--- src/hdl/nrmc_pkg.sv ---
package nrmc_pkg;

    // Defaults for the top-level parameters.
    localparam int unsigned MIN_FRAC_DIGITS_DEF = 4;
    localparam int unsigned QUEUE_DEPTH_DEF     = 4;

    // Field widths.
    localparam int unsigned CHAR_W     = 8;
    localparam int unsigned STATUS_W   = 2;
    localparam int unsigned UTC_W      = 18;
    localparam int unsigned LAT_W      = 28;
    localparam int unsigned LON_W      = 29;
    localparam int unsigned THR_W      = 28;
    localparam int unsigned MIN_W      = 20;
    localparam int unsigned LAT_DEG_W  = 7;
    localparam int unsigned LON_DEG_W  = 8;
    localparam int unsigned MAG_W      = 28;
    localparam int unsigned OUT_DATA_W = 80;

    // Limits and reset values.
    localparam logic [THR_W-1:0] THR_RESET  = 28'd1000000;
    localparam logic [UTC_W-1:0] TIME_MAX   = 18'd235959;
    localparam logic [MIN_W-1:0] MINUTE_MAX = '1;
    localparam logic [MAG_W-1:0] LAT_LIMIT  = 28'd90000000;
    localparam logic [MAG_W-1:0] LON_LIMIT  = 28'd180000000;

    // Result status codes.
    typedef enum logic [STATUS_W-1:0] {
        ST_OK         = 2'd0,
        ST_NO_COMMA   = 2'd1,
        ST_FEW_COMMAS = 2'd2
    } t_status;

    // Sentence field selected by the number of commas seen so far.
    localparam logic [2:0] FLD_PREFIX = 3'd0;
    localparam logic [2:0] FLD_TIME   = 3'd1;
    localparam logic [2:0] FLD_STATUS = 3'd2;
    localparam logic [2:0] FLD_LAT    = 3'd3;
    localparam logic [2:0] FLD_NS     = 3'd4;
    localparam logic [2:0] FLD_LON    = 3'd5;
    localparam logic [2:0] FLD_EW     = 3'd6;
    localparam logic [2:0] FLD_TAIL   = 3'd7;

    // ASCII characters of interest.
    localparam logic [CHAR_W-1:0] CH_COMMA = 8'h2C;
    localparam logic [CHAR_W-1:0] CH_DOT   = 8'h2E;
    localparam logic [CHAR_W-1:0] CH_0     = 8'h30;
    localparam logic [CHAR_W-1:0] CH_9     = 8'h39;
    localparam logic [CHAR_W-1:0] CH_A     = 8'h41;
    localparam logic [CHAR_W-1:0] CH_S     = 8'h53;
    localparam logic [CHAR_W-1:0] CH_W     = 8'h57;

    // One parsed sentence, handed from the parser to the converter.
    typedef struct packed {
        t_status              status;
        logic                 fix_valid;
        logic [UTC_W-1:0]     utc;
        logic [LAT_DEG_W-1:0] lat_deg;
        logic [MIN_W-1:0]     lat_min;
        logic [LON_DEG_W-1:0] lon_deg;
        logic [MIN_W-1:0]     lon_min;
        logic                 south;
        logic                 west;
    } t_record;

    // Power of ten, for constant tables only.
    function automatic int unsigned pow10(input int unsigned n);
        int unsigned p;
        p = 1;
        for (int unsigned i = 0; i < n; i++) begin
            p = p * 10;
        end
        return p;
    endfunction

endpackage

--- src/hdl/nrmc_front.sv ---
module nrmc_front #(
    parameter int unsigned MINUTE_FRACTION_DIGITS = nrmc_pkg::MIN_FRAC_DIGITS_DEF
) (
    input  logic                          i_clk,
    input  logic                          i_rst_n,
    input  logic                          i_take,
    input  logic [nrmc_pkg::CHAR_W-1:0]   i_char,
    input  logic                          i_last,
    input  logic                          i_locked,
    output logic                          o_push,
    output nrmc_pkg::t_record             o_rec
);
    import nrmc_pkg::*;

    // Working view of one coordinate field and the shared digit counters.
    typedef struct packed {
        logic [LON_DEG_W-1:0] deg;
        logic [MIN_W-1:0]     mins;
        logic [3:0]           fdc;
        logic [2:0]           frc;
    } t_coord;

    localparam logic [2:0]  FRAC_DIGITS    = 3'(MINUTE_FRACTION_DIGITS);
    localparam logic [24:0] INT_WEIGHT     = 25'(pow10(MINUTE_FRACTION_DIGITS));
    localparam logic [3:0]  FDC_MAX        = 4'd15;
    localparam logic [2:0]  FRC_MAX        = 3'd7;
    localparam logic [3:0]  TIME_DIGITS    = 4'd6;
    localparam logic [3:0]  LAT_DEG_DIGITS = 4'd2;
    localparam logic [3:0]  LON_DEG_DIGITS = 4'd3;
    localparam logic [7:0]  LAT_DEG_MAX    = 8'd99;
    localparam logic [7:0]  LON_DEG_MAX    = 8'd255;

    // Sentence state.
    logic [2:0]           r_comma;
    logic [UTC_W-1:0]     r_time;
    logic                 r_time_frac;
    logic                 r_valid;
    logic [LAT_DEG_W-1:0] r_lat_deg;
    logic [MIN_W-1:0]     r_lat_min;
    logic [LON_DEG_W-1:0] r_lon_deg;
    logic [MIN_W-1:0]     r_lon_min;
    logic [3:0]           r_fdc;
    logic [2:0]           r_frc;
    logic                 r_south;
    logic                 r_west;

    // State after the current character.
    logic [2:0]           n_comma;
    logic [UTC_W-1:0]     n_time;
    logic                 n_time_frac;
    logic                 n_valid;
    logic [LAT_DEG_W-1:0] n_lat_deg;
    logic [MIN_W-1:0]     n_lat_min;
    logic [LON_DEG_W-1:0] n_lon_deg;
    logic [MIN_W-1:0]     n_lon_min;
    logic [3:0]           n_fdc;
    logic [2:0]           n_frc;
    logic                 n_south;
    logic                 n_west;

    logic [24:0] w_frac_weight [0:7];
    logic        w_is_digit;
    logic [21:0] w_time_ext;
    logic        w_take;
    logic        w_ok;
    t_coord      w_lat_in;
    t_coord      w_lat_nx;
    t_coord      w_lon_in;
    t_coord      w_lon_nx;

    // Weight of a minute fraction digit, indexed by digits still to come.
    for (genvar g = 0; g < 8; g++) begin : g_weight
        assign w_frac_weight[g] = 25'(pow10(g));
    end

    // One character of a coordinate field.
    function automatic t_coord coord_step(
        input t_coord             cur,
        input logic [CHAR_W-1:0]  c,
        input logic [3:0]         deg_digits,
        input logic [7:0]         deg_max,
        input logic [24:0]        frac_w
    );
        t_coord      nxt;
        logic [24:0] m;
        logic [11:0] dg;
        logic [24:0] d;
        nxt = cur;
        m   = '0;
        dg  = '0;
        d   = 25'(c[3:0]);
        if (c == CH_DOT) begin
            if (cur.frc == '0) begin
                nxt.frc = 3'd1;
            end
        end else if (c inside {[CH_0:CH_9]}) begin
            if (cur.frc != '0) begin
                // Fraction digit: add in at its weight, drop those past the precision.
                if (cur.frc <= FRAC_DIGITS) begin
                    m = 25'(cur.mins) + d * frac_w;
                    nxt.mins = (m > 25'(MINUTE_MAX)) ? MINUTE_MAX : m[MIN_W-1:0];
                end
                if (cur.frc != FRC_MAX) begin
                    nxt.frc = cur.frc + 3'd1;
                end
            end else if (cur.fdc < deg_digits) begin
                dg = 12'(cur.deg) * 12'd10 + 12'(d);
                nxt.deg = (dg > 12'(deg_max)) ? deg_max : dg[7:0];
                if (cur.fdc != FDC_MAX) begin
                    nxt.fdc = cur.fdc + 4'd1;
                end
            end else begin
                m = 25'(cur.mins) * 25'd10 + d * INT_WEIGHT;
                nxt.mins = (m > 25'(MINUTE_MAX)) ? MINUTE_MAX : m[MIN_W-1:0];
                if (cur.fdc != FDC_MAX) begin
                    nxt.fdc = cur.fdc + 4'd1;
                end
            end
        end
        return nxt;
    endfunction

    assign w_take = i_take & ~i_locked;

    // Candidate updates for the coordinate and time fields.
    always_comb begin
        w_is_digit = i_char inside {[CH_0:CH_9]};
        w_time_ext = 22'(r_time) * 22'd10 + 22'(i_char[3:0]);
        w_lat_in   = '{deg: 8'(r_lat_deg), mins: r_lat_min, fdc: r_fdc, frc: r_frc};
        w_lon_in   = '{deg: r_lon_deg, mins: r_lon_min, fdc: r_fdc, frc: r_frc};
        w_lat_nx   = coord_step(w_lat_in, i_char, LAT_DEG_DIGITS, LAT_DEG_MAX,
                                w_frac_weight[FRAC_DIGITS - r_frc]);
        w_lon_nx   = coord_step(w_lon_in, i_char, LON_DEG_DIGITS, LON_DEG_MAX,
                                w_frac_weight[FRAC_DIGITS - r_frc]);
    end

    // Next sentence state for the current character.
    always_comb begin
        n_comma     = r_comma;
        n_time      = r_time;
        n_time_frac = r_time_frac;
        n_valid     = r_valid;
        n_lat_deg   = r_lat_deg;
        n_lat_min   = r_lat_min;
        n_lon_deg   = r_lon_deg;
        n_lon_min   = r_lon_min;
        n_fdc       = r_fdc;
        n_frc       = r_frc;
        n_south     = r_south;
        n_west      = r_west;
        if (i_char == CH_COMMA) begin
            if (r_comma != FLD_TAIL) begin
                n_comma = r_comma + 3'd1;
            end
            n_fdc = '0;
            n_frc = '0;
        end else begin
            case (r_comma)
                FLD_TIME: begin
                    if (i_char == CH_DOT) begin
                        n_time_frac = 1'b1;
                    end else if (w_is_digit && !r_time_frac && r_fdc < TIME_DIGITS) begin
                        n_time = (w_time_ext > 22'(TIME_MAX)) ? TIME_MAX
                                                             : w_time_ext[UTC_W-1:0];
                        n_fdc  = r_fdc + 4'd1;
                    end
                end
                FLD_STATUS: begin
                    if (r_fdc == '0) begin
                        n_valid = (i_char == CH_A);
                    end
                    if (r_fdc != FDC_MAX) begin
                        n_fdc = r_fdc + 4'd1;
                    end
                end
                FLD_LAT: begin
                    n_lat_deg = w_lat_nx.deg[LAT_DEG_W-1:0];
                    n_lat_min = w_lat_nx.mins;
                    n_fdc     = w_lat_nx.fdc;
                    n_frc     = w_lat_nx.frc;
                end
                FLD_NS: begin
                    if (r_fdc == '0) begin
                        n_south = (i_char == CH_S);
                    end
                    if (r_fdc != FDC_MAX) begin
                        n_fdc = r_fdc + 4'd1;
                    end
                end
                FLD_LON: begin
                    n_lon_deg = w_lon_nx.deg;
                    n_lon_min = w_lon_nx.mins;
                    n_fdc     = w_lon_nx.fdc;
                    n_frc     = w_lon_nx.frc;
                end
                FLD_EW: begin
                    if (r_fdc == '0) begin
                        n_west = (i_char == CH_W);
                    end
                    if (r_fdc != FDC_MAX) begin
                        n_fdc = r_fdc + 4'd1;
                    end
                end
                default: begin
                end
            endcase
        end
    end

    // Sentence registers; the last character clears them for the next sentence.
    always_ff @(posedge i_clk) begin
        if (!i_rst_n || (w_take && i_last)) begin
            r_comma     <= '0;
            r_time      <= '0;
            r_time_frac <= 1'b0;
            r_valid     <= 1'b0;
            r_lat_deg   <= '0;
            r_lat_min   <= '0;
            r_lon_deg   <= '0;
            r_lon_min   <= '0;
            r_fdc       <= '0;
            r_frc       <= '0;
            r_south     <= 1'b0;
            r_west      <= 1'b0;
        end else if (w_take) begin
            r_comma     <= n_comma;
            r_time      <= n_time;
            r_time_frac <= n_time_frac;
            r_valid     <= n_valid;
            r_lat_deg   <= n_lat_deg;
            r_lat_min   <= n_lat_min;
            r_lon_deg   <= n_lon_deg;
            r_lon_min   <= n_lon_min;
            r_fdc       <= n_fdc;
            r_frc       <= n_frc;
            r_south     <= n_south;
            r_west      <= n_west;
        end
    end

    // Finished sentence; fields read as zero unless all seven commas came.
    always_comb begin
        w_ok              = (n_comma == FLD_TAIL);
        o_push            = w_take & i_last;
        o_rec.status      = (n_comma == FLD_PREFIX) ? ST_NO_COMMA
                          : (w_ok ? ST_OK : ST_FEW_COMMAS);
        o_rec.fix_valid   = w_ok & n_valid;
        o_rec.utc         = w_ok ? n_time : '0;
        o_rec.lat_deg     = w_ok ? n_lat_deg : '0;
        o_rec.lat_min     = w_ok ? n_lat_min : '0;
        o_rec.lon_deg     = w_ok ? n_lon_deg : '0;
        o_rec.lon_min     = w_ok ? n_lon_min : '0;
        o_rec.south       = w_ok & n_south;
        o_rec.west        = w_ok & n_west;
    end

endmodule

--- src/hdl/nrmc_fifo.sv ---
module nrmc_fifo #(
    parameter int unsigned DEPTH = nrmc_pkg::QUEUE_DEPTH_DEF
) (
    input  logic              i_clk,
    input  logic              i_rst_n,
    input  logic              i_push,
    input  nrmc_pkg::t_record i_rec,
    output logic              o_full,
    input  logic              i_pop,
    output logic              o_valid,
    output nrmc_pkg::t_record o_rec
);
    import nrmc_pkg::*;

    localparam int unsigned PtrW = (DEPTH > 1) ? $clog2(DEPTH) : 1;
    localparam int unsigned CntW = $clog2(DEPTH + 1);
    localparam logic [PtrW-1:0] PTR_LAST = PtrW'(DEPTH - 1);
    localparam logic [CntW-1:0] CNT_FULL = CntW'(DEPTH);
    localparam logic [PtrW-1:0] PTR_ONE  = PtrW'(1);
    localparam logic [CntW-1:0] CNT_ONE  = CntW'(1);

    t_record         r_mem [0:DEPTH-1];
    logic [PtrW-1:0] r_wr_ptr;
    logic [PtrW-1:0] r_rd_ptr;
    logic [CntW-1:0] r_count;
    logic            w_push;
    logic            w_pop;

    assign o_full  = (r_count == CNT_FULL);
    assign o_valid = (r_count != '0);
    assign o_rec   = r_mem[r_rd_ptr];
    assign w_push  = i_push & ~o_full;
    assign w_pop   = i_pop & o_valid;

    // Entry storage.
    always_ff @(posedge i_clk) begin
        if (w_push) begin
            r_mem[r_wr_ptr] <= i_rec;
        end
    end

    // Pointers and fill count.
    always_ff @(posedge i_clk) begin
        if (!i_rst_n) begin
            r_wr_ptr <= '0;
            r_rd_ptr <= '0;
            r_count  <= '0;
        end else begin
            if (w_push) begin
                r_wr_ptr <= (r_wr_ptr == PTR_LAST) ? '0 : r_wr_ptr + PTR_ONE;
            end
            if (w_pop) begin
                r_rd_ptr <= (r_rd_ptr == PTR_LAST) ? '0 : r_rd_ptr + PTR_ONE;
            end
            if (w_push && !w_pop) begin
                r_count <= r_count + CNT_ONE;
            end else if (w_pop && !w_push) begin
                r_count <= r_count - CNT_ONE;
            end
        end
    end

endmodule

--- src/hdl/nrmc_back.sv ---
module nrmc_back #(
    parameter int unsigned MINUTE_FRACTION_DIGITS = nrmc_pkg::MIN_FRAC_DIGITS_DEF
) (
    input  logic                              i_clk,
    input  logic                              i_rst_n,
    input  logic                              i_cfg_we,
    input  logic [nrmc_pkg::THR_W-1:0]        i_cfg_wdata,
    input  logic                              i_vld,
    input  nrmc_pkg::t_record                 i_rec,
    output logic                              o_pop,
    output logic                              o_m_tvalid,
    input  logic                              i_m_tready,
    output logic [nrmc_pkg::OUT_DATA_W-1:0]   o_m_tdata,
    output logic [nrmc_pkg::STATUS_W-1:0]     o_m_tuser,
    output logic                              o_locked
);
    import nrmc_pkg::*;

    // Minutes to micro-degrees is mins * ScaleK / 60, split as
    // (mins / 60) * ScaleK plus a table entry for the remainder.
    localparam int unsigned ScaleK     = pow10(6 - MINUTE_FRACTION_DIGITS);
    localparam int unsigned RecipShift = 26;
    localparam int unsigned RecipW     = 21;
    localparam int unsigned ProdW      = MIN_W + RecipW;
    localparam int unsigned QW         = 15;
    localparam int unsigned SumW       = 32;
    localparam logic [RecipW-1:0] RECIP_60    = 21'd1118482;
    localparam logic [20:0]       MIN_PER_DEG = 21'd60;
    localparam logic [QW-1:0]     Q_ONE       = QW'(1);
    localparam int unsigned LANE_LAT = 0;
    localparam int unsigned LANE_LON = 1;

    typedef struct packed {
        t_status          status;
        logic             fix_valid;
        logic [UTC_W-1:0] utc;
        logic             south;
        logic             west;
    } t_side;

    logic [THR_W-1:0]     r_thr;
    logic                 r_locked;
    logic                 w_adv;
    logic                 w_hit;
    logic                 w_lock_next;

    logic                 r_s1_vld, r_s2_vld, r_s3_vld, r_s4_vld, r_out_vld;
    t_side                r_s1_side, r_s2_side, r_s3_side, r_s4_side;

    logic [LON_DEG_W-1:0] w_deg      [0:1];
    logic [MIN_W-1:0]     w_min      [0:1];
    logic [MAG_W-1:0]     w_limit    [0:1];
    logic [ProdW-1:0]     r_s1_prod  [0:1];
    logic [MAG_W-1:0]     r_s1_degus [0:1];
    logic [MIN_W-1:0]     r_s1_mins  [0:1];
    logic [QW-1:0]        w_q_raw    [0:1];
    logic [20:0]          w_rem_raw  [0:1];
    logic [QW-1:0]        r_s2_q     [0:1];
    logic [5:0]           r_s2_r     [0:1];
    logic [MAG_W-1:0]     r_s2_degus [0:1];
    logic [SumW-1:0]      r_s3_qk    [0:1];
    logic [SumW-1:0]      r_s3_rem   [0:1];
    logic [MAG_W-1:0]     r_s3_degus [0:1];
    logic [SumW-1:0]      w_sum      [0:1];
    logic [MAG_W-1:0]     r_s4_mag   [0:1];
    logic [SumW-1:0]      w_rem_tab  [0:63];
    logic [LAT_W-1:0]     w_lat_bits;
    logic [LON_W-1:0]     w_lon_bits;

    logic [OUT_DATA_W-1:0] r_out_data;
    logic [STATUS_W-1:0]   r_out_user;

    // Remainder table: micro-degrees of 0 to 59 minute units.
    for (genvar g = 0; g < 64; g++) begin : g_rem
        localparam int unsigned RemVal = (g < 60) ? (g * ScaleK) / 60 : 0;
        assign w_rem_tab[g] = SumW'(RemVal);
    end

    // The whole pipeline moves when the output slot is free or being taken.
    assign w_adv  = ~r_out_vld | i_m_tready;
    assign o_pop  = w_adv & i_vld;

    // Lane inputs and the quotient/remainder step.
    always_comb begin
        w_deg[LANE_LAT]   = 8'(i_rec.lat_deg);
        w_deg[LANE_LON]   = i_rec.lon_deg;
        w_min[LANE_LAT]   = i_rec.lat_min;
        w_min[LANE_LON]   = i_rec.lon_min;
        w_limit[LANE_LAT] = LAT_LIMIT;
        w_limit[LANE_LON] = LON_LIMIT;
        for (int l = 0; l < 2; l++) begin
            w_q_raw[l]   = r_s1_prod[l][RecipShift +: QW];
            w_rem_raw[l] = 21'(r_s1_mins[l]) - ((21'(w_q_raw[l]) << 6) - (21'(w_q_raw[l]) << 2));
            w_sum[l]     = SumW'(r_s3_degus[l]) + r_s3_qk[l] + r_s3_rem[l];
        end
    end

    // Lock test and signed results.
    always_comb begin
        w_hit = ~r_s4_side.south & ~r_s4_side.west
              & (r_s4_mag[LANE_LAT] > r_thr) & (r_s4_mag[LANE_LON] > r_thr);
        w_lock_next = r_locked | w_hit;
        w_lat_bits  = r_s4_side.south ? (LAT_W'(0) - LAT_W'(r_s4_mag[LANE_LAT]))
                                      : LAT_W'(r_s4_mag[LANE_LAT]);
        w_lon_bits  = r_s4_side.west  ? (LON_W'(0) - LON_W'(r_s4_mag[LANE_LON]))
                                      : LON_W'(r_s4_mag[LANE_LON]);
    end

    // Stage payloads.
    always_ff @(posedge i_clk) begin
        if (w_adv) begin
            r_s1_side <= '{status: i_rec.status, fix_valid: i_rec.fix_valid, utc: i_rec.utc,
                           south: i_rec.south, west: i_rec.west};
            r_s2_side <= r_s1_side;
            r_s3_side <= r_s2_side;
            r_s4_side <= r_s3_side;
            for (int l = 0; l < 2; l++) begin
                // Multiply by the reciprocal of 60, and degrees to micro-degrees.
                r_s1_prod[l]  <= ProdW'(w_min[l]) * ProdW'(RECIP_60);
                r_s1_degus[l] <= MAG_W'(w_deg[l]) * MAG_W'(1000000);
                r_s1_mins[l]  <= w_min[l];
                // Correct a quotient that came out one low.
                if (w_rem_raw[l] >= MIN_PER_DEG) begin
                    r_s2_q[l] <= w_q_raw[l] + Q_ONE;
                    r_s2_r[l] <= 6'(w_rem_raw[l] - MIN_PER_DEG);
                end else begin
                    r_s2_q[l] <= w_q_raw[l];
                    r_s2_r[l] <= w_rem_raw[l][5:0];
                end
                r_s2_degus[l] <= r_s1_degus[l];
                // Whole degrees of minutes, and the remainder from the table.
                r_s3_qk[l]    <= SumW'(r_s2_q[l]) * SumW'(ScaleK);
                r_s3_rem[l]   <= w_rem_tab[r_s2_r[l]];
                r_s3_degus[l] <= r_s2_degus[l];
                // Sum and clamp.
                r_s4_mag[l]   <= (w_sum[l] > SumW'(w_limit[l])) ? w_limit[l]
                                                               : w_sum[l][MAG_W-1:0];
            end
        end
        if (w_adv && r_s4_vld && !r_locked) begin
            r_out_data <= {3'b000, w_lock_next, w_lon_bits, w_lat_bits,
                           r_s4_side.utc, r_s4_side.fix_valid};
            r_out_user <= r_s4_side.status;
        end
    end

    // Stage valids, lock flag and threshold register.
    always_ff @(posedge i_clk) begin
        if (!i_rst_n) begin
            r_s1_vld  <= 1'b0;
            r_s2_vld  <= 1'b0;
            r_s3_vld  <= 1'b0;
            r_s4_vld  <= 1'b0;
            r_out_vld <= 1'b0;
            r_locked  <= 1'b0;
            r_thr     <= THR_RESET;
        end else begin
            if (w_adv) begin
                r_s1_vld  <= i_vld;
                r_s2_vld  <= r_s1_vld;
                r_s3_vld  <= r_s2_vld;
                r_s4_vld  <= r_s3_vld;
                // Sentences behind the one that set the lock are dropped.
                r_out_vld <= r_s4_vld & ~r_locked;
                if (r_s4_vld) begin
                    r_locked <= w_lock_next;
                end
            end
            if (i_cfg_we) begin
                r_thr <= i_cfg_wdata;
            end
        end
    end

    assign o_m_tvalid = r_out_vld;
    assign o_m_tdata  = r_out_data;
    assign o_m_tuser  = r_out_user;
    assign o_locked   = r_locked;

endmodule

--- src/hdl/nmea_rmc_position_parser_core.sv ---
// RMC sentence parser: takes one character per clock on the input stream while the queue
// has room and, on the character marked by tlast, produces one result item with the UTC
// time, the fix status and signed micro-degree latitude and longitude. Results leave
// through a five-stage conversion pipeline that accepts a new sentence every cycle
// unless the result stream stalls. A four-entry queue sits between the character parser
// and the converter, so the input keeps flowing while results wait at the output. Once a
// sentence sets the position lock, all further input is taken and ignored until reset; a
// threshold write does not clear the lock.
module nmea_rmc_position_parser_core #(
    parameter int unsigned MINUTE_FRACTION_DIGITS = nrmc_pkg::MIN_FRAC_DIGITS_DEF,
    parameter int unsigned QUEUE_DEPTH            = nrmc_pkg::QUEUE_DEPTH_DEF
) (
    input  logic                            i_clk,
    input  logic                            i_rst_n,
    // Lock threshold in micro-degrees.
    input  logic                            i_cfg_we,
    input  logic [nrmc_pkg::THR_W-1:0]      i_cfg_wdata,
    // Character stream; tlast marks the last character of a sentence.
    input  logic                            i_s_tvalid,
    output logic                            o_s_tready,
    input  logic [nrmc_pkg::CHAR_W-1:0]     i_s_tdata,   // [7:0] char_byte
    input  logic                            i_s_tlast,
    // Result stream.
    output logic                            o_m_tvalid,
    input  logic                            i_m_tready,
    output logic [nrmc_pkg::OUT_DATA_W-1:0] o_m_tdata,   // [0] fix_valid, [18:1] utc_hhmmss,
                                                         // [46:19] latitude_microdeg,
                                                         // [75:47] longitude_microdeg,
                                                         // [76] position_locked, [79:77] zero
    output logic [nrmc_pkg::STATUS_W-1:0]   o_m_tuser    // [1:0] parse_status
);
    import nrmc_pkg::*;

    logic    w_take;
    logic    w_push;
    logic    w_full;
    logic    w_locked;
    logic    w_q_vld;
    logic    w_pop;
    t_record w_rec_in;
    t_record w_rec_out;

    // While locked nothing is queued, so input is always taken.
    assign o_s_tready = ~w_full | w_locked;
    assign w_take     = i_s_tvalid & o_s_tready;

    nrmc_front #(
        .MINUTE_FRACTION_DIGITS(MINUTE_FRACTION_DIGITS)
    ) u_front (
        .i_clk    (i_clk),
        .i_rst_n  (i_rst_n),
        .i_take   (w_take),
        .i_char   (i_s_tdata),
        .i_last   (i_s_tlast),
        .i_locked (w_locked),
        .o_push   (w_push),
        .o_rec    (w_rec_in)
    );

    nrmc_fifo #(
        .DEPTH(QUEUE_DEPTH)
    ) u_fifo (
        .i_clk   (i_clk),
        .i_rst_n (i_rst_n),
        .i_push  (w_push),
        .i_rec   (w_rec_in),
        .o_full  (w_full),
        .i_pop   (w_pop),
        .o_valid (w_q_vld),
        .o_rec   (w_rec_out)
    );

    nrmc_back #(
        .MINUTE_FRACTION_DIGITS(MINUTE_FRACTION_DIGITS)
    ) u_back (
        .i_clk       (i_clk),
        .i_rst_n     (i_rst_n),
        .i_cfg_we    (i_cfg_we),
        .i_cfg_wdata (i_cfg_wdata),
        .i_vld       (w_q_vld),
        .i_rec       (w_rec_out),
        .o_pop       (w_pop),
        .o_m_tvalid  (o_m_tvalid),
        .i_m_tready  (i_m_tready),
        .o_m_tdata   (o_m_tdata),
        .o_m_tuser   (o_m_tuser),
        .o_locked    (w_locked)
    );

    // The lock, once set, holds until reset.
    a_lock_sticky: assert property (@(posedge i_clk) disable iff (!i_rst_n)
        w_locked |=> w_locked)
        else $error("position lock dropped without reset");

    // No sentence is queued once the lock is set.
    a_no_push_locked: assert property (@(posedge i_clk) disable iff (!i_rst_n)
        w_locked |-> !w_push)
        else $error("sentence queued while locked");

    // A sentence with a parse error carries only zero fields and never locks.
    a_error_zero: assert property (@(posedge i_clk) disable iff (!i_rst_n)
        (o_m_tvalid && (o_m_tuser != ST_OK)) |-> (o_m_tdata == '0))
        else $error("parse error result carries non-zero fields");

endmodule

--- config.mk ---
export PLATFORM = sky130hd
export DESIGN_NAME = nmea_rmc_position_parser_core
export DESIGN_NICKNAME = d
export VERILOG_FILES = /design/src/hdl/nrmc_pkg.sv /design/src/hdl/nrmc_front.sv /design/src/hdl/nrmc_fifo.sv /design/src/hdl/nrmc_back.sv /design/src/hdl/nmea_rmc_position_parser_core.sv
export SDC_FILE = /design/constraint.sdc
export NUM_CORES = 2
export LEC_CHECK = 0
export ABC_AREA = 1
export BUFFER_PORTS_ARGS = -buffer_cell sky130_fd_sc_hd__buf_4
export CAP_MARGIN = 20
export CORE_ASPECT_RATIO = 0.8
export CORE_UTILIZATION = 59
export CTS_CLUSTER_DIAMETER = 150
export DETAILED_ROUTE_END_ITERATION = 6
export GPL_ROUTABILITY_DRIVEN = 1
export PLACE_DENSITY_LB_ADDON = 0.08
export RECOVER_POWER = 50
export SLEW_MARGIN = 30
export SYNTH_ARGS = -nofsm -noshare
export SYNTH_HDL_FRONTEND = slang
export SYNTH_SLANG_ARGS = --single-unit
--- constraint.sdc ---
create_clock -name i_clk -period 10.07 [get_ports i_clk]
set_clock_uncertainty 0.15 [all_clocks]
set_input_delay 1.007 -clock i_clk [delete_from_list [all_inputs] [get_ports i_clk]]
set_output_delay 1.007 -clock i_clk [all_outputs]
set_load 0.005 [all_outputs]
==> summary.md <==
| Metric | Value |
|---|---|
| Largest stage delay, worst path | between 1.5 and 2 ns |
| Share of post-route cells with drive strength above 1 | 0.0455 |
| Initial Utilization | 0.596 |
| RD Place Congestion | 0.976 |
| Core area | 121000 um^2 |
| Avg Inst Size Synth | around 9 um^2 |
| Min-delay src | u_back.r_s2_degus[0][44] |
| CP startpoint kind | register |
| Synth Instances | 8222 |
| Fin. Hold Viols | 0 |
| First-pass GRT wire length | 287 mm |
| Crit path cell chain | inv_4 > o21ai_0 > o21ai_0 > ha_1 > inv_1 > fa_1 > inv_1 > fa_1 > fa_1 > ha_1 > ha_1 > ha_1 > nand2_1 > nor2_1 > inv_1 > or4_1 > o21ai_0 > nand2_1 > o21ai_0 > xor2_1 |
| R2r worst-path depth | 20 |
| Hold_ws | 0.228 ns |
| Unrepaired setup endpoints after global routing | false |
| Fin crit share | 0.851 |
| Slew Limit Fails | between 500 and 600 |
| Async set-reset flop share out of synthesis | 0 |
| Fmax | 117 MHz |
| Ant diodes | 0 |
| CTS sink cnt | 964 |
| Mux contribution to synthesized area | 0.000277 |
| PortBufs | 122 |
| Synth warn | 0 |
| Simple-gate share of the synthesized area | 0.159 |
| Final net count | 9518 |
| Multi-input logic area | 38900 um^2 |
| Synthesized area | 72300 um^2 |
| Vias in the first global route | 53893 |
| Fillcell total | 10234 |
| Crit path max fanout | 67 |
| Rel. slew slack | -1.50 |
| Die Width | 393 um |
| R2R setup slack | ~1.5 ns |
| DR DRC count | 0 |
| Top Family by Delay on Critical Path | adder cells |
| Critical-path top delay cell | dfxtp_1 |
| Gr ovfl total | 0 |
| Setup TNS | 0 ns |
| Final worst path period need | 8.57 ns |
| Cts hold-fix bufs | 0 |
| I/O Pins | 126 |
| Largest net degree at the start of global routing | ~150 |
| Synthesized flop and latch total | around 960 |
| Gr usage total | 0.289 |
| Worst slew pin tran | 3.76 ns |
| Row count | 114 |
| Hpwl dp | around 140 mm |
| Setup Fix Bufs, Post-CTS | 0 |
| Final setup vio count | 0 |
| Sequential cell area | 27600 um^2 |
| Htree depth | 3 |
| Max cap viols | 12 |
| Buf/Inv on CP | 4 |
| Count of cell types in the netlist | 73 |
| Synth Area in Adders | 0.217 |
| Vert. Die Dim | roughly 320 um |
| Compound-cell area share of the yosys netlist | 0.113 |
| Hold WC Path Type | reg -> reg |
| Primary FF master, synth | edfxtp_1 |
| Largest family of logic cells by synthesized area | adder cells |
| Cts bufs inserted | 99 |
| Clock Latency Late Sink | about 0.74 ns |
| Resize count post-CTS | 0 |
| Critical Path AT | 8.90 ns |
| TritonRoute pass-1 iters | 6 |
| Antenna violations before repair | 2 |
| Vias | about 56000 |
| Iteration-0 DRC count of the detailed router | roughly 4600 |
| Failing checks | capacitance limit, slew limit |
| Clock Path Buffers | 3 |
| Worst endpoint required time | 10.40 ns |
| Vias per inst | 5.60 |
| Setup CP Type | reg -> reg |
| Area growth, synth to finish | 8.22% |
| EDFF count, synth | around 830 |
| Clock root buffer | clkbuf_16 |
| Worst hold endpoint | u_back.r_s3_degus[0][44] |
| Worst-path clk slew | 0.06 ns |
| Detail Route Antenna Nets | 0 |
| Hold depth | 0 |
| Die area | 124000 um^2 |
| Xor-xnor portion of the synthesized cell area | 0.0480 |
| Setup crit end kind | register |
| R2r endpoint | u_back.r_s1_prod[0][36] |
| Total wire length | 180 mm |
| Sequential fraction of the synthesis area | 0.382 |
| CTS tree | built |
| Detailed-route wire length per cell | 17.9 um |
| Status | complete, but fails checks |
-- per-stage QoR --
| step | utilization | setup slack [ns] | area [um^2] | cells |
|---|---|---|---|---|
| after detailed placement | 0.619 | 1.94 | 75000 | 9859 |
| after global routing | 0.645 | 1.02 | 78300 | 10047 |
| after global placement | 0.618 | 1.80 | 74900 | 9854 |
| after floorplan | - | 0.335 | 72300 | 8225 |
| after CTS | 0.647 | 2.06 | 78400 | 10046 |
| final | 0.645 | 1.50 | 78300 | 10047 |
-- Yosys cell counts (7+ instances only) --
| master | count | area share |
|---|---|---|
| nand2_1 | 1457 | 0.076 |
| inv_1 | 1319 | 0.068 |
| ha_1 | 943 | 0.16 |
| edfxtp_1 | 834 | 0.35 |
| a21oi_1 | 670 | 0.046 |
| nor2_1 | 616 | 0.032 |
| o21ai_0 | 484 | 0.034 |
| nand3_1 | 376 | 0.026 |
| xor2_1 | 271 | 0.033 |
| fa_1 | 196 | 0.054 |
| dfxtp_1 | 130 | 0.036 |
| xnor2_1 | 120 | 0.015 |
| clkbuf_1 | 109 | 0.0057 |
| nand4_1 | 93 | 0.0080 |
| nor3_1 | 85 | 0.0059 |
| o22ai_1 | 55 | 0.0048 |
| a21o_1 | 34 | 0.0035 |
| o21bai_1 | 34 | 0.0035 |
| a32oi_1 | 33 | 0.0040 |
| a31oi_1 | 30 | 0.0026 |
| or2_2 | 26 | 0.0022 |
| o21ai_1 | 24 | 0.0017 |
| nor4_1 | 22 | 0.0019 |
| buf_2 | 19 | 0.0013 |
| o211ai_1 | 19 | 0.0020 |
| buf_1 | 17 | 0.00088 |
| a21boi_0 | 16 | 0.0017 |
| a211oi_1 | 14 | 0.0015 |
| inv_2 | 14 | 0.00073 |
| o21a_1 | 12 | 0.0012 |
| nand3b_1 | 11 | 0.0011 |
| o31ai_1 | 11 | 0.0011 |
| nor3b_1 | 10 | 0.0010 |
| o221ai_1 | 10 | 0.0012 |
| a221oi_1 | 8 | 0.00097 |
| nor2_2 | 8 | 0.00069 |
| buf_4 | 7 | 0.00073 |
| nand2_2 | 7 | 0.00061 |
-- cell families after synthesis --
group | count (synthesis)
adder cells (fa/ha/maj) | 1139
AO/OA/AOI/OAI | 1482
other | 1
flip-flops | 964
multiplexers | 2
buffers and inverters | 1504
XOR/XNOR | 394
AND/OR/NAND/NOR | 2736
-- worst max path at each step --
stage | startpoint | to | cells after the start
3_5_place_dp | i_s_tdata[1] | u_fifo.r_mem[3][30] | 32
4_1_cts | u_front.r_frc[0] | u_fifo.r_mem[3][30] | 35
2_1_floorplan | i_m_tready | u_back.r_s1_degus[0][0] | 2
6_report | register | u_back.r_s1_prod[0][36] | 20
5_1_grt | register | u_back.r_s1_prod[0][36] | 20
3_3_place_gp | i_s_tdata[1] | u_fifo.r_mem[0][30] | 32
-- per-layer routing --
layer	track usage	part of all wire	routed length, um
met1	0.413	0.46	83600
met2	0.463	0.45	80500
met3	0.0417	0.065	11700
met4	0.0748	0.024	4340
met5	0	0	0
-- state kept, by name, summed over array words and instances (netlist names), 40 cells and up, named ones only --
| name | flops |
|---|---|
| u_back.r_s2_degus | 43 |
| u_back.r_s4_mag | 56 |
| u_back.r_s1_degus | 43 |
| u_back.r_s1_mins | 40 |
| u_back.r_s3_qk | 40 |
| u_back.r_s3_degus | 43 |
| u_fifo.r_mem | 312 |
| u_back.o_m_tdata | 77 |
-- cell usage in the layout (no fill, tap or decap), types with 99 or more instances in the layout --
cell       synthesis  routed
a21oi_1          670     670
clkbuf_16          0      99
dfxtp_1          130     130
edfxtp_1         834     834
fa_1             196     196
ha_1             943     943
inv_1           1319    1317
nand2_1         1457    1457
nand3_1          376     374
nor2_1           616     611
o21ai_0          484     484
xnor2_1          120     120
xor2_1           271     271
-- layout make-up --
| class | instances | share of cell area |
|---|---|---|
| clock buffer | 117 | 0.0325 |
| clock inverter | 70 | 0.0112 |
| inverter | 1338 | 0.0643 |
| multi-input combinational | 5757 | 0.497 |
| sequential | 964 | 0.353 |
| tap | 1624 | 0.0260 |
| timing repair buffer | 177 | 0.0154 |
Power is not shown: default switching activity piles up to over one toggle a cycle in this logic, so the estimate is an artifact.
